--- src/rtl/core/stack_push_pop_unit_macros.svh ---
// Assertion macros for the stack push/pop unit.
// Used by the top level; expects clk_i and rst_ni in the including scope.
`ifndef STACK_PUSH_POP_UNIT_MACROS_SVH
`define STACK_PUSH_POP_UNIT_MACROS_SVH

// Same-cycle implication.
`define SPU_ASSERT_NOW(label, ante, cons) \
  label: assert property (@(posedge clk_i) disable iff (!rst_ni) (ante) |-> (cons)) \
    else $error("spu same-cycle check failed");

// Next-cycle implication.
`define SPU_ASSERT_NEXT(label, ante, cons) \
  label: assert property (@(posedge clk_i) disable iff (!rst_ni) (ante) |=> (cons)) \
    else $error("spu next-cycle check failed");

`endif

--- src/rtl/core/spu_pkg.sv ---
// Shared types, constants and decode functions of the stack push/pop unit.
// No dependencies; every other source file but the assertion macros imports it.
package spu_pkg;

  localparam int unsigned MEM_ADDR_BITS = 12;
  localparam int unsigned MEM_DEPTH     = 1 << MEM_ADDR_BITS;
  localparam int unsigned NUM_SLOTS     = 6;
  localparam int unsigned SLOT_BITS     = 3;
  localparam int unsigned CFG_IDX_BITS  = 1;
  localparam logic [15:0] SEG_MASK      = 16'h000F;

  localparam logic [CFG_IDX_BITS-1:0] CFG_MODEL_U8     = 1'b0;
  localparam logic [CFG_IDX_BITS-1:0] CFG_LARGE_MEMORY = 1'b1;

  typedef enum logic [1:0] {
    FUNC_PUSH      = 2'd0,
    FUNC_POP       = 2'd1,
    FUNC_PUSH_LIST = 2'd2,
    FUNC_POP_LIST  = 2'd3
  } func_e;

  // Register selected by a byte access; PC/CSR/PSW mean ELR/ECSR/EPSW on a push.
  typedef enum logic [2:0] {
    SEL_OPER = 3'd0,
    SEL_EA   = 3'd1,
    SEL_LR   = 3'd2,
    SEL_LCSR = 3'd3,
    SEL_PSW  = 3'd4,
    SEL_PC   = 3'd5,
    SEL_CSR  = 3'd6
  } reg_sel_e;

  typedef struct packed {
    logic [1:0]  func;
    logic [3:0]  operand_size;
    logic [63:0] push_data;
    logic [3:0]  reg_mask;
    logic [15:0] ea_value;
    logic [15:0] lr_value;
    logic [3:0]  lcsr_value;
    logic [15:0] elr_value;
    logic [3:0]  ecsr_value;
    logic [15:0] epsw_value;
  } spu_in_t;

  typedef struct packed {
    logic [63:0] pop_data;
    logic [15:0] ea_out;
    logic [15:0] lr_out;
    logic [3:0]  lcsr_out;
    logic [15:0] psw_out;
    logic [15:0] pc_out;
    logic [3:0]  csr_out;
    logic [3:0]  loaded_mask;
    logic [15:0] sp_out;
    logic [3:0]  cycles;
  } spu_out_t;

  typedef struct packed {
    logic       load;
    logic [3:0] cycles;
    logic       mem_we;
    logic       mem_re;
    reg_sel_e   sel;
    logic [2:0] idx;
    logic [4:0] off;       // two's complement address offset from SP
    logic [4:0] sp_delta;  // two's complement SP adjustment
    logic       publish;
  } spu_cmd_t;

  typedef struct packed {
    logic cap_pending;
  } spu_stat_t;

  function automatic logic [3:0] decode_size(logic [3:0] s);
    logic [3:0] r;
    if (s <= 4'd1) r = 4'd1;
    else if (s == 4'd2) r = 4'd2;
    else if (s <= 4'd4) r = 4'd4;
    else r = 4'd8;
    return r;
  endfunction

  // Word order of a list operation; bit 0 goes first.
  function automatic logic [NUM_SLOTS-1:0] list_slots(logic is_pop, logic [3:0] mask,
                                                      logic large_mem);
    logic [NUM_SLOTS-1:0] s;
    if (is_pop) begin
      s = {mask[1] & large_mem, mask[1], mask[2], mask[3] & large_mem, mask[3], mask[0]};
    end else begin
      s = {mask[0], mask[3], mask[3] & large_mem, mask[2], mask[1], mask[1] & large_mem};
    end
    return s;
  endfunction

  function automatic reg_sel_e slot_sel(logic is_pop, logic [SLOT_BITS-1:0] slot);
    reg_sel_e r;
    case (slot)
      3'd0:    r = is_pop ? SEL_EA   : SEL_CSR;
      3'd1:    r = is_pop ? SEL_LR   : SEL_PC;
      3'd2:    r = is_pop ? SEL_LCSR : SEL_PSW;
      3'd3:    r = is_pop ? SEL_PSW  : SEL_LCSR;
      3'd4:    r = is_pop ? SEL_PC   : SEL_LR;
      3'd5:    r = is_pop ? SEL_CSR  : SEL_EA;
      default: r = SEL_OPER;
    endcase
    return r;
  endfunction

  function automatic logic [3:0] list_cost(logic is_pop, logic [3:0] mask, logic u8,
                                           logic large_mem);
    logic [4:0] c;
    logic [4:0] unit;
    unit = u8 ? 5'd2 : 5'd1;
    c    = '0;
    if (is_pop) begin
      if (mask[0])              c = c + (u8 ? 5'd4 : 5'd2);
      if (mask[3])              c = c + unit;
      if (mask[3] && large_mem) c = c + unit;
      if (mask[2])              c = c + unit;
      if (mask[1])              c = c + (u8 ? 5'd4 : 5'd3);
      if (mask[1] && large_mem) c = c + 5'd1;
    end else begin
      if (mask[1])              c = c + unit;
      if (mask[1] && large_mem) c = c + unit;
      if (mask[2])              c = c + unit;
      if (mask[3])              c = c + unit;
      if (mask[3] && large_mem) c = c + unit;
      if (mask[0])              c = c + unit;
    end
    return c[3:0];
  endfunction

endpackage

--- src/rtl/core/spu_ctrl.sv ---
// Controller: configuration registers, instruction sequencer, result handshake.
// Depends on spu_pkg; issues one byte access per cycle to spu_dp while running.
module spu_ctrl import spu_pkg::*; (
  input  logic                    clk_i,
  input  logic                    rst_ni,
  input  logic                    in_valid_i,
  input  logic [1:0]              in_func_i,
  input  logic [3:0]              in_size_i,
  input  logic [3:0]              in_mask_i,
  input  logic                    out_ready_i,
  input  logic                    cfg_we_i,
  input  logic [CFG_IDX_BITS-1:0] cfg_idx_i,
  input  logic                    cfg_wdata_i,
  input  spu_stat_t               stat_i,
  output spu_cmd_t                cmd_o,
  output logic                    in_ready_o,
  output logic                    out_valid_o
);

  localparam logic [1:0] ST_IDLE = 2'd0;
  localparam logic [1:0] ST_RUN  = 2'd1;
  localparam logic [1:0] ST_FIN  = 2'd2;

  logic [1:0]           state_q, state_d;
  logic [1:0]           func_q, func_d;
  logic [3:0]           size_q, size_d;
  logic [NUM_SLOTS-1:0] slots_q, slots_d;
  logic [2:0]           bcnt_q, bcnt_d;
  logic                 half_q, half_d;
  logic                 out_valid_q, out_valid_d;
  logic                 model_u8_q, large_q;

  logic                 accept;
  logic                 is_list;
  logic                 is_pop_list;
  logic [3:0]           step;
  logic [SLOT_BITS-1:0] cur_slot;
  logic [NUM_SLOTS-1:0] slots_left;
  logic                 last_byte;

  assign in_ready_o  = (state_q == ST_IDLE);
  assign accept      = in_valid_i && in_ready_o;
  assign is_list     = (in_func_i == FUNC_PUSH_LIST) || (in_func_i == FUNC_POP_LIST);
  assign is_pop_list = (func_q == FUNC_POP_LIST);
  assign step        = (size_q == 4'd1) ? 4'd2 : size_q;
  assign slots_left  = slots_q & (slots_q - {{(NUM_SLOTS-1){1'b0}}, 1'b1});
  assign last_byte   = ({1'b0, bcnt_q} == (size_q - 4'd1));

  always_comb begin
    cur_slot = '0;
    for (int i = NUM_SLOTS - 1; i >= 0; i--) begin
      if (slots_q[i]) cur_slot = SLOT_BITS'(i);
    end
  end

  always_comb begin
    cmd_o   = '0;
    state_d = state_q;
    func_d  = func_q;
    size_d  = size_q;
    slots_d = slots_q;
    bcnt_d  = bcnt_q;
    half_d  = half_q;
    case (state_q)
      ST_IDLE: begin
        if (accept) begin
          cmd_o.load   = 1'b1;
          cmd_o.cycles = is_list ?
            list_cost(in_func_i == FUNC_POP_LIST, in_mask_i, model_u8_q, large_q) : 4'h0;
          func_d  = in_func_i;
          size_d  = decode_size(in_size_i);
          slots_d = is_list ? list_slots(in_func_i == FUNC_POP_LIST, in_mask_i, large_q) : '0;
          bcnt_d  = '0;
          half_d  = 1'b0;
          if (is_list && (list_slots(in_func_i == FUNC_POP_LIST, in_mask_i, large_q) == '0))
          begin
            state_d = ST_FIN;
          end else begin
            state_d = ST_RUN;
          end
        end
      end
      ST_RUN: begin
        if ((func_q == FUNC_PUSH) || (func_q == FUNC_POP)) begin
          cmd_o.sel = SEL_OPER;
          cmd_o.idx = bcnt_q;
          if (func_q == FUNC_PUSH) begin
            // Bytes land below the current SP; SP moves on the last byte.
            cmd_o.mem_we = 1'b1;
            cmd_o.off    = {2'b00, bcnt_q} - {1'b0, step};
          end else begin
            cmd_o.mem_re = 1'b1;
            cmd_o.off    = {2'b00, bcnt_q};
          end
          if (last_byte) begin
            cmd_o.sp_delta = (func_q == FUNC_PUSH) ? (5'd0 - {1'b0, step}) : {1'b0, step};
            state_d        = ST_FIN;
          end else begin
            bcnt_d = bcnt_q + 3'd1;
          end
        end else begin
          cmd_o.sel = slot_sel(is_pop_list, cur_slot);
          cmd_o.idx = {2'b00, half_q};
          if (is_pop_list) begin
            cmd_o.mem_re = 1'b1;
            cmd_o.off    = {4'b0000, half_q};
          end else begin
            cmd_o.mem_we = 1'b1;
            cmd_o.off    = 5'd0 - 5'd2 + {4'b0000, half_q};
          end
          if (half_q) begin
            cmd_o.sp_delta = is_pop_list ? 5'd2 : (5'd0 - 5'd2);
            slots_d        = slots_left;
            half_d         = 1'b0;
            if (slots_left == '0) state_d = ST_FIN;
          end else begin
            half_d = 1'b1;
          end
        end
      end
      ST_FIN: begin
        // Hold until the last read byte is in and the output register is free.
        if (!stat_i.cap_pending && (!out_valid_q || out_ready_i)) begin
          cmd_o.publish = 1'b1;
          state_d       = ST_IDLE;
        end
      end
      default: state_d = ST_IDLE;
    endcase
  end

  always_comb begin
    if (cmd_o.publish) out_valid_d = 1'b1;
    else if (out_ready_i) out_valid_d = 1'b0;
    else out_valid_d = out_valid_q;
  end

  assign out_valid_o = out_valid_q;

  always_ff @(posedge clk_i or negedge rst_ni) begin
    if (!rst_ni) begin
      state_q     <= ST_IDLE;
      func_q      <= '0;
      size_q      <= 4'd1;
      slots_q     <= '0;
      bcnt_q      <= '0;
      half_q      <= 1'b0;
      out_valid_q <= 1'b0;
      model_u8_q  <= 1'b1;
      large_q     <= 1'b0;
    end else begin
      state_q     <= state_d;
      func_q      <= func_d;
      size_q      <= size_d;
      slots_q     <= slots_d;
      bcnt_q      <= bcnt_d;
      half_q      <= half_d;
      out_valid_q <= out_valid_d;
      if (cfg_we_i) begin
        case (cfg_idx_i)
          CFG_MODEL_U8:     model_u8_q <= cfg_wdata_i;
          CFG_LARGE_MEMORY: large_q    <= cfg_wdata_i;
          default: ;
        endcase
      end
    end
  end

endmodule

--- config.mk ---
export PLATFORM = sky130hd
export DESIGN_NAME = spu_ctrl
export DESIGN_NICKNAME = d
export VERILOG_FILES = /design/src/rtl/core/stack_push_pop_unit_macros.svh /design/src/rtl/core/spu_pkg.sv /design/src/rtl/core/spu_ctrl.sv
export SDC_FILE = /design/constraint.sdc
export NUM_CORES = 1
export LEC_CHECK = 0
export ABC_AREA = 1
export ABC_CLOCK_PERIOD_IN_PS = 8000
export BUFFER_PORTS_ARGS = -buffer_cell sky130_fd_sc_hd__buf_4
export CAP_MARGIN = 10
export CORE_ASPECT_RATIO = 1.75
export CORE_MARGIN = 5
export CORE_UTILIZATION = 40
export DETAILED_ROUTE_END_ITERATION = 16
export PLACE_DENSITY_LB_ADDON = 0.15
export RECOVER_POWER = 25
export SLEW_MARGIN = 20
export SYNTH_ARGS = -nofsm -noshare
export SYNTH_HDL_FRONTEND = slang
export SYNTH_SLANG_ARGS = --single-unit
--- constraint.sdc ---
create_clock -name clk_i -period 8 [get_ports clk_i]
set_input_delay 1.6 -clock clk_i [delete_from_list [all_inputs] [get_ports clk_i]]
set_output_delay 1.6 -clock clk_i [all_outputs]
set_load 0.02 [all_outputs]
Word level (Yosys, flattened, before mapping). Index checks and enable logic that the tools add are counted.

Input bits: 18. Register bits after elaboration: 21. Logic and storage cells: 184. Output and inout port bits: 26.

Add/subtract/negate cells: 16. Order comparisons: 2. Mux-type cells: 106. Bitwise operators: 4. Reduce and logical (&&, ||, !) cells: 24. Equality and inequality tests: 23.

Operators with widths (number): $mux W4 (46); $mux W3 (18); $mux W6 (7); $mux W5 (8); $mux W18 (2); $add A4 B2 Y4 (8); $mux W2 (9); $pmux W3 S6 (1); $logic_not A6 Y1 (2); $pmux W6 S2 (1); $mux W1 (11); $ne A2 B2 Y1 const B (5); $ne A3 B3 Y1 const B (3); $eq A2 B2 Y1 const B (4); $reduce_and A4 Y1 (2); $and A6 B6 Y6 (1); $eq A3 B2 Y1 const B (2); $eq A3 B3 Y1 const B (2); $pmux W2 S3 (1); $pmux W3 S2 (1); $reduce_and A2 Y1 (3); $sub A6 B1 Y6 const B (1); $logic_and A1 B1 Y1 (5); $reduce_and A5 Y1 (1); other kinds (24) (31).

Depth between registers and ports, before layout. Gate-level depths: netlist of the first run.

Word-level depth: 31. Gate-level depth with buffers: 26. Gate-level depth less buffers: 25.

Worst setup path before layout of the first run. Ideal clock, no wire load.

Path kind: input -> output. Start: input port in_mask_i[1]. End: output port cmd_o[22] (netlist name). Buffers on the path: 1. Data required time: 6400 ps. Slack: 1062 ps. Stages on the path: 23. Arrival: 5338 ps. Path through: buf_4 clkinv_1 ha_1 nand2_4 nand2_4 ha_1 nand2_1 inv_1 o21ai_0 o21ai_2 fa_1 nand2_1 nand2_2 fa_1 o21ai_2 ha_1 a21oi_1 nor2_1 nand3_1 nand3_1 nand3_1 nand2_1 nor2_1.

RTL lines: start: declaration (RTL line spu_ctrl.sv:9) `input logic [3:0] in_mask_i,`; end: declaration (RTL line spu_ctrl.sv:15) `output spu_cmd_t cmd_o,`.

==> run summary, run 1 <==
outcome = completed
postcts setup bufs = 0
Synth Register Bits = 21
cts hold-fix bufs = 0
antenna cell count = 0
RSZ-0062 raised after global routing = false
ys async rst share = 1.00
clock buffers created by TritonCTS = 3
Routed WL per cell = 13.5 um
Tmin final = 7.18 ns
P&R area growth vs syn = 16.6%
PD cells = 300 mW/mm^2
Yosys Warn Count = 0
worst hold stages = 2
layout cell share with drive strength beyond 1 = 0.198
Slew headroom = 0.206
GRT overflow = 0
Detailed Routing Iterations Pass 1 = 4
vias in the first global route = 2938
CORE AREA = 0.00686 sq mm
Leakage = 1.72 nW
Hold Crit Start = half_q$_DFFE_PN0P_
Data required, critical path = 6.40 ns
Critical Path AT = 5.58 ns
CTS tree = built
syn nets = 482
Post-synth EDFFs = 0
Row Count = 40
first-pass GRT wire length = 12.8 mm
final setup fails = 0
Switch Pwr = 0.520 mW
Avg Cell Area, Syn = 6.49 sq um
DIE AREA = 0.00887 sq mm
WS Path Type = primary input to primary output
Setup TNS = 0 ns
sequential fraction of the synthesis area = 0.188
Clk pwr share = 0.111
reg2reg end = state_q[0]$_DFFE_PN0P_
largest net degree at the start of global routing = 22
r2r setup slk = 6.02 ns
CP startpoint = in_mask_i[1]
endpoints failing hold = 0
post-synth top area share = 0.169
IO Pins = 44
Clk pin slew, worst setup/hold paths = 0.06 ns
Peak VDD IR = 0.000104 V
setup skew after layout = 0.00693 ns
Worst Path Max Fanout = 10
Longest Clk Path Bufs = 2
combinational share of power = 0.683
WL final = 7.55 mm
largest area contributor in the netlist = dfrtp_1
Mapped Cells = 433
Area contributors post-synth = dfrtp_1 (17%), nand2_1 (12%), ha_1 (11%)
vias = 2853
critical path startpoint category = primary input
Tightest Hold Check Type = flip-flop to flip-flop
Distinct cells, synth = 42
Clock Latency Late Sink = 0.26 ns
ys flop type = dfrtp_1
depth of the most critical reg-to-reg path = 9
Initial Util = 0.410
Reg power frac = 0.206
Die Wd = 73.4 um
initial DRC count = 91
Port-buffer cells = 43
H-tree lvl count = 1
internal power = 0.465 mW
die height = 121 um
Netlist Area Pre-Place = 0.00281 sq mm
fmax = 0.139 GHz
# clock sinks = 21
Nets = 524
hold path endpoint = half_q$_DFFE_PN0P_
period utilisation layout = 0.898
all-layer global routing usage = 0.181
Max Cap Viol = 0
dpl cells = 554
Layout Cells excl Fill = 558
reg2reg start = size_q[0]$_DFFE_PN1P_
CP endpoint kind = primary output
Final Max Slew Viols = 0
Vias/cell = 5.11
CTS root buf = clkbuf_16
cts repair resizes = 0
Net Sw Frac = 0.528
Worst Max-Slew Pin Slew = 1.19 ns
Routed Antenna Nets = 0
DRC Markers = 0
DP HPWL = 6.44 mm
initial antenna violation count = 0
Final GP Congestion = 0.898
[metal layers]
metal | global-route usage | part of all wire
met3 | 0.0108 | 0.032
met4 | 0.0714 | 0.032
met5 | 0 | 0
met2 | 0.372 | 0.59
met1 | 0.174 | 0.35
[how the worst max path moves through the flow]
| stage | cells past startpoint | end | slack, ns |
|---|---|---|---|
| detailed placement | 24 | cmd_o[22] | 0.80 |
| floorplan | 23 | cmd_o[22] | 1.06 |
| CTS | 24 | cmd_o[22] | 0.80 |
| global placement | 24 | cmd_o[22] | 0.91 |
| global route | 24 | cmd_o[22] | 0.51 |
| finish | 24 | cmd_o[22] | 0.82 |
[flip-flops by register name (all words and copies together) (netlist names)]
signal and count:
slots_q 6, size_q 4, bcnt_q 3, func_q 2
state_q 2, half_q 1, large_q 1, model_u8_q 1
out_valid_o 1
[placed cells by master (no fill, tap or decap), drive strengths merged, types with 2 or more instances in the layout]
cell type	instances
nand2	107
inv	77
nor2	56
buf	42
o21ai	30
nand3	27
a21oi	26
ha	25
dfrtp	19
nor3	10
fa	6
a31oi	6
clkinv	5
xnor2	4
nand4	4
xor2	4
clkbuf	4
o22ai	3
o211ai	3
o21a	2
or2	2
a211oi	2
o31ai	2
dfstp	2
[cells in the mapped netlist, types with 3 or more instances]
master,count
nand2_1,88
inv_1,68
nor2_1,52
a21oi_1,26
ha_1,25
nand3_1,24
o21ai_0,21
dfrtp_1,19
nand2_2,13
nor3_1,10
inv_2,9
fa_1,6
nand2_4,6
o21ai_2,6
a31oi_1,5
buf_4,4
nand4_1,4
xnor2_1,4
xor2_1,4
clkinv_1,3
o211ai_1,3
o21ai_1,3
o22ai_1,3
[layout make-up]
cell class	count	area (sq um)
fill	748	3580
multi-input combinational	324	1930
sequential	21	528
timing repair buffer	43	319
inverter	82	314
tap	84	105
clock buffer	3	75.1
clock inverter	1	7.51
[through the flow]
stage / utilization / total power, mW / instance area (sq um) / setup slack, ns / hold WS, ns
after floorplan: - / 0.688 / 2810 / 1.06 / 0.498
after global placement: 0.467 / 0.871 / 3200 / 0.908 / 0.514
after detailed placement: 0.467 / 0.882 / 3200 / 0.798 / 0.524
after CTS: 0.479 / 0.994 / 3280 / 0.796 / 0.544
after global routing: 0.478 / 1.10 / 3280 / 0.510 / 0.552
final: 0.478 / 0.985 / 3280 / 0.818 / 0.549
[critical path: stages]
cell and delay, ns:
buf_4 0.15, clkinv_1 0.23, ha_1 0.39, nand2_4 0.08, nand2_4 0.05, ha_1 0.28
nand2_1 0.08, inv_1 0.04, o21ai_0 0.19, o21ai_2 0.12, fa_1 0.51, nand2_1 0.06
nand2_2 0.10, fa_1 0.43, o21ai_2 0.25, ha_1 0.28, a21oi_1 0.12, nor2_1 0.06
nand3_1 0.10, nand3_1 0.08, nand3_1 0.08, nand2_1 0.06, nor2_1 0.11, buf_4 0.15
[logic make-up after synthesis]
logic type	Yosys count	share of synthesized area
fa+ha+maj	31	0.154
buf+inv	88	0.125
simple gates	207	0.342
compound gates	78	0.166
xor+xnor	8	0.0249
flops	21	0.188
[power groups by stage]
stage	logic (mW)	clock network, mW	registers, mW
finish	0.673	0.110	0.202
global route	0.771	0.115	0.210
CTS	0.681	0.111	0.201
global placement	0.668	0	0.203
floorplan	0.500	0	0.188
detailed placement	0.679	0	0.203
(Power assumes the default switching activity.)
==> run 2, diff against run 1 <==
--- a/config.mk
+++ b/config.mk
@@ -7,15 +7,16 @@
 export LEC_CHECK = 0
 export ABC_AREA = 1
 export ABC_CLOCK_PERIOD_IN_PS = 8000
-export BUFFER_PORTS_ARGS = -buffer_cell sky130_fd_sc_hd__buf_4
 export CAP_MARGIN = 10
 export CORE_ASPECT_RATIO = 1.75
 export CORE_MARGIN = 5
 export CORE_UTILIZATION = 40
 export DETAILED_ROUTE_END_ITERATION = 16
+export DONT_BUFFER_PORTS = 1
 export PLACE_DENSITY_LB_ADDON = 0.15
 export RECOVER_POWER = 25
-export SLEW_MARGIN = 20
+export REMOVE_ABC_BUFFERS = 1
+export SLEW_MARGIN = 40
 export SYNTH_ARGS = -nofsm -noshare
 export SYNTH_HDL_FRONTEND = slang
 export SYNTH_SLANG_ARGS = --single-unit
==> run 2 against run 1 <==
Effect of this change:
- routed wire length increased by 1.0%
- critical endpoint unchanged
- largest power group unchanged
- register-to-register slack barely moved
- sequential share of layout area grew 1.8 points
- via count is 4.2% lower
==> run summary, run 2 (same netlist as run 1, synthesis figures left out) <==
grt met3 use = 0.0224
period utilisation layout = 0.881
# clock sinks = 21
Routed WL per cell = 14.8 um
vias in the first global route = 2655
Nets = 481
setup skew after layout = 0.00145 ns
grt met2 use = 0.353
global-route met1 utilization = 0.177
WL final = 7.62 mm
hold path endpoint = half_q$_DFFE_PN0P_
P&R area growth vs syn = 5.21%
final setup fails = 0
Routed Antenna Nets = 0
Final Max Slew Viols = 0
cts repair resizes = 0
DIE AREA = 0.00887 sq mm
combined area of the multi-input logic cells = 0.00193 sq mm
Detailed Routing Iterations Pass 1 = 4
sequential standard cell area = 528 sq um
Setup TNS = 0 ns
Vias/cell = 5.30
Data required, critical path = 6.40 ns
max reg flops = 6
all-layer global routing usage = 0.180
CORE AREA = 0.00686 sq mm
Regs by FF count = slots_q x6, size_q x4, bcnt_q x3
endpoints failing hold = 0
Initial Util = 0.410
Peak VDD IR = 0.000105 V
PD cells = 309 mW/mm^2
GRT overflow = 0
Worst Path Max Fanout = 10
cts hold-fix bufs = 0
IO Pins = 44
Hold Crit Start = half_q$_DFFE_PN0P_
Slew headroom = 0.496
CP endpoint kind = primary output
Row Count = 40
depth of the most critical reg-to-reg path = 5
WS Path Type = primary input to primary output
most frequent cells in the layout = nand2_1 (88), inv_1 (68), nor2_1 (52)
layout cell share with drive strength beyond 1 = 0.121
Die Wd = 73.4 um
clock buffers created by TritonCTS = 3
Final GP Congestion = 0.871
Leakage = 1.51 nW
fmax = 0.142 GHz
initial antenna violation count = 0
Port-buffer cells = 0
Critical Path AT = 5.45 ns
DP HPWL = 6.47 mm
Clk pin slew, worst setup/hold paths = 0.06 ns
Longest Clk Path Bufs = 2
Worst Max-Slew Pin Slew = 0.752 ns
dpl cells = 511
postcts setup bufs = 0
Max Cap Viol = 0
outcome = completed
first-pass GRT wire length = 12.5 mm
H-tree lvl count = 1
antenna cell count = 0
largest net degree at the start of global routing = 22
Tmin final = 7.05 ns
Layout Cells excl Fill = 515
r2r setup slk = 6.01 ns
CTS root buf = clkbuf_16
Top reg by flops = slots_q
reg2reg end = slots_q[0]$_DFFE_PN0P_
critical path startpoint category = primary input
CTS tree = built
DRC Markers = 0
vias = 2732
Tightest Hold Check Type = flip-flop to flip-flop
RSZ-0062 raised after global routing = false
initial DRC count = 71
die height = 121 um
worst hold stages = 2
Fill cells = 753
gr busiest metal = met2
commonest non-fill, non-tap cell in the layout = nand2_1
reg2reg start = state_q[1]$_DFFE_PN0P_
Clock Latency Late Sink = 0.26 ns
-- run 2: layout make-up --
cell class,count,share of cell area
clock buffer,3,0.0254
clock inverter,1,0.00169
inverter,82,0.106
multi-input combinational,324,0.653
sequential,21,0.179
tap,84,0.0355
-- run 2: worst max-delay path by stage --
stage	cells after the start	to	startpoint
final	22	cmd_o[22]	in_mask_i[1]
after global placement	22	cmd_o[22]	in_mask_i[1]
after global routing	22	cmd_o[22]	in_mask_i[1]
after detailed placement	22	cmd_o[22]	in_mask_i[1]
after floorplan	22	cmd_o[22]	in_mask_i[1]
after CTS	22	cmd_o[22]	in_mask_i[1]
-- run 2: metrics by stage --
| stage | power, mW | hold WS, ns | setup slack (ns) | utilization | instance area [sq um] |
|---|---|---|---|---|---|
| floorplan | 0.680 | 0.498 | 1.22 | - | 2770 |
| CTS | 0.927 | 0.543 | 0.921 | 0.431 | 2960 |
| global route | 1.02 | 0.603 | 0.567 | 0.431 | 2960 |
| global placement | 0.803 | 0.512 | 0.996 | 0.420 | 2880 |
| finish | 0.914 | 0.538 | 0.953 | 0.431 | 2960 |
| detailed placement | 0.815 | 0.528 | 0.927 | 0.420 | 2880 |
-- run 2: critical path, stage by stage --
cell and delay (ns):
clkinv_1 0.17, ha_1 0.39, nand2_4 0.08, nand2_4 0.05, ha_1 0.29, nand2_1 0.08
inv_1 0.04, o21ai_0 0.19, o21ai_2 0.12, fa_1 0.52, nand2_1 0.06, nand2_2 0.09
fa_1 0.43, o21ai_2 0.24, ha_1 0.27, a21oi_1 0.12, nor2_1 0.06, nand3_1 0.10
nand3_1 0.08, nand3_1 0.08, nand2_1 0.06, nor2_1 0.34
-- run 2: per-layer routing --
layer	up-vias	share of wire
met5	-	0
met4	0	0.039
met3	22	0.035
met2	59	0.58
met1	1260	0.35
li1	1391	-
-- run 2: where the power goes --
part,switching (mW),internal (mW)
Clock,0.0399,0.0672
Sequential,0.0553,0.150
Combinational,0.408,0.193
Total,0.503,0.411
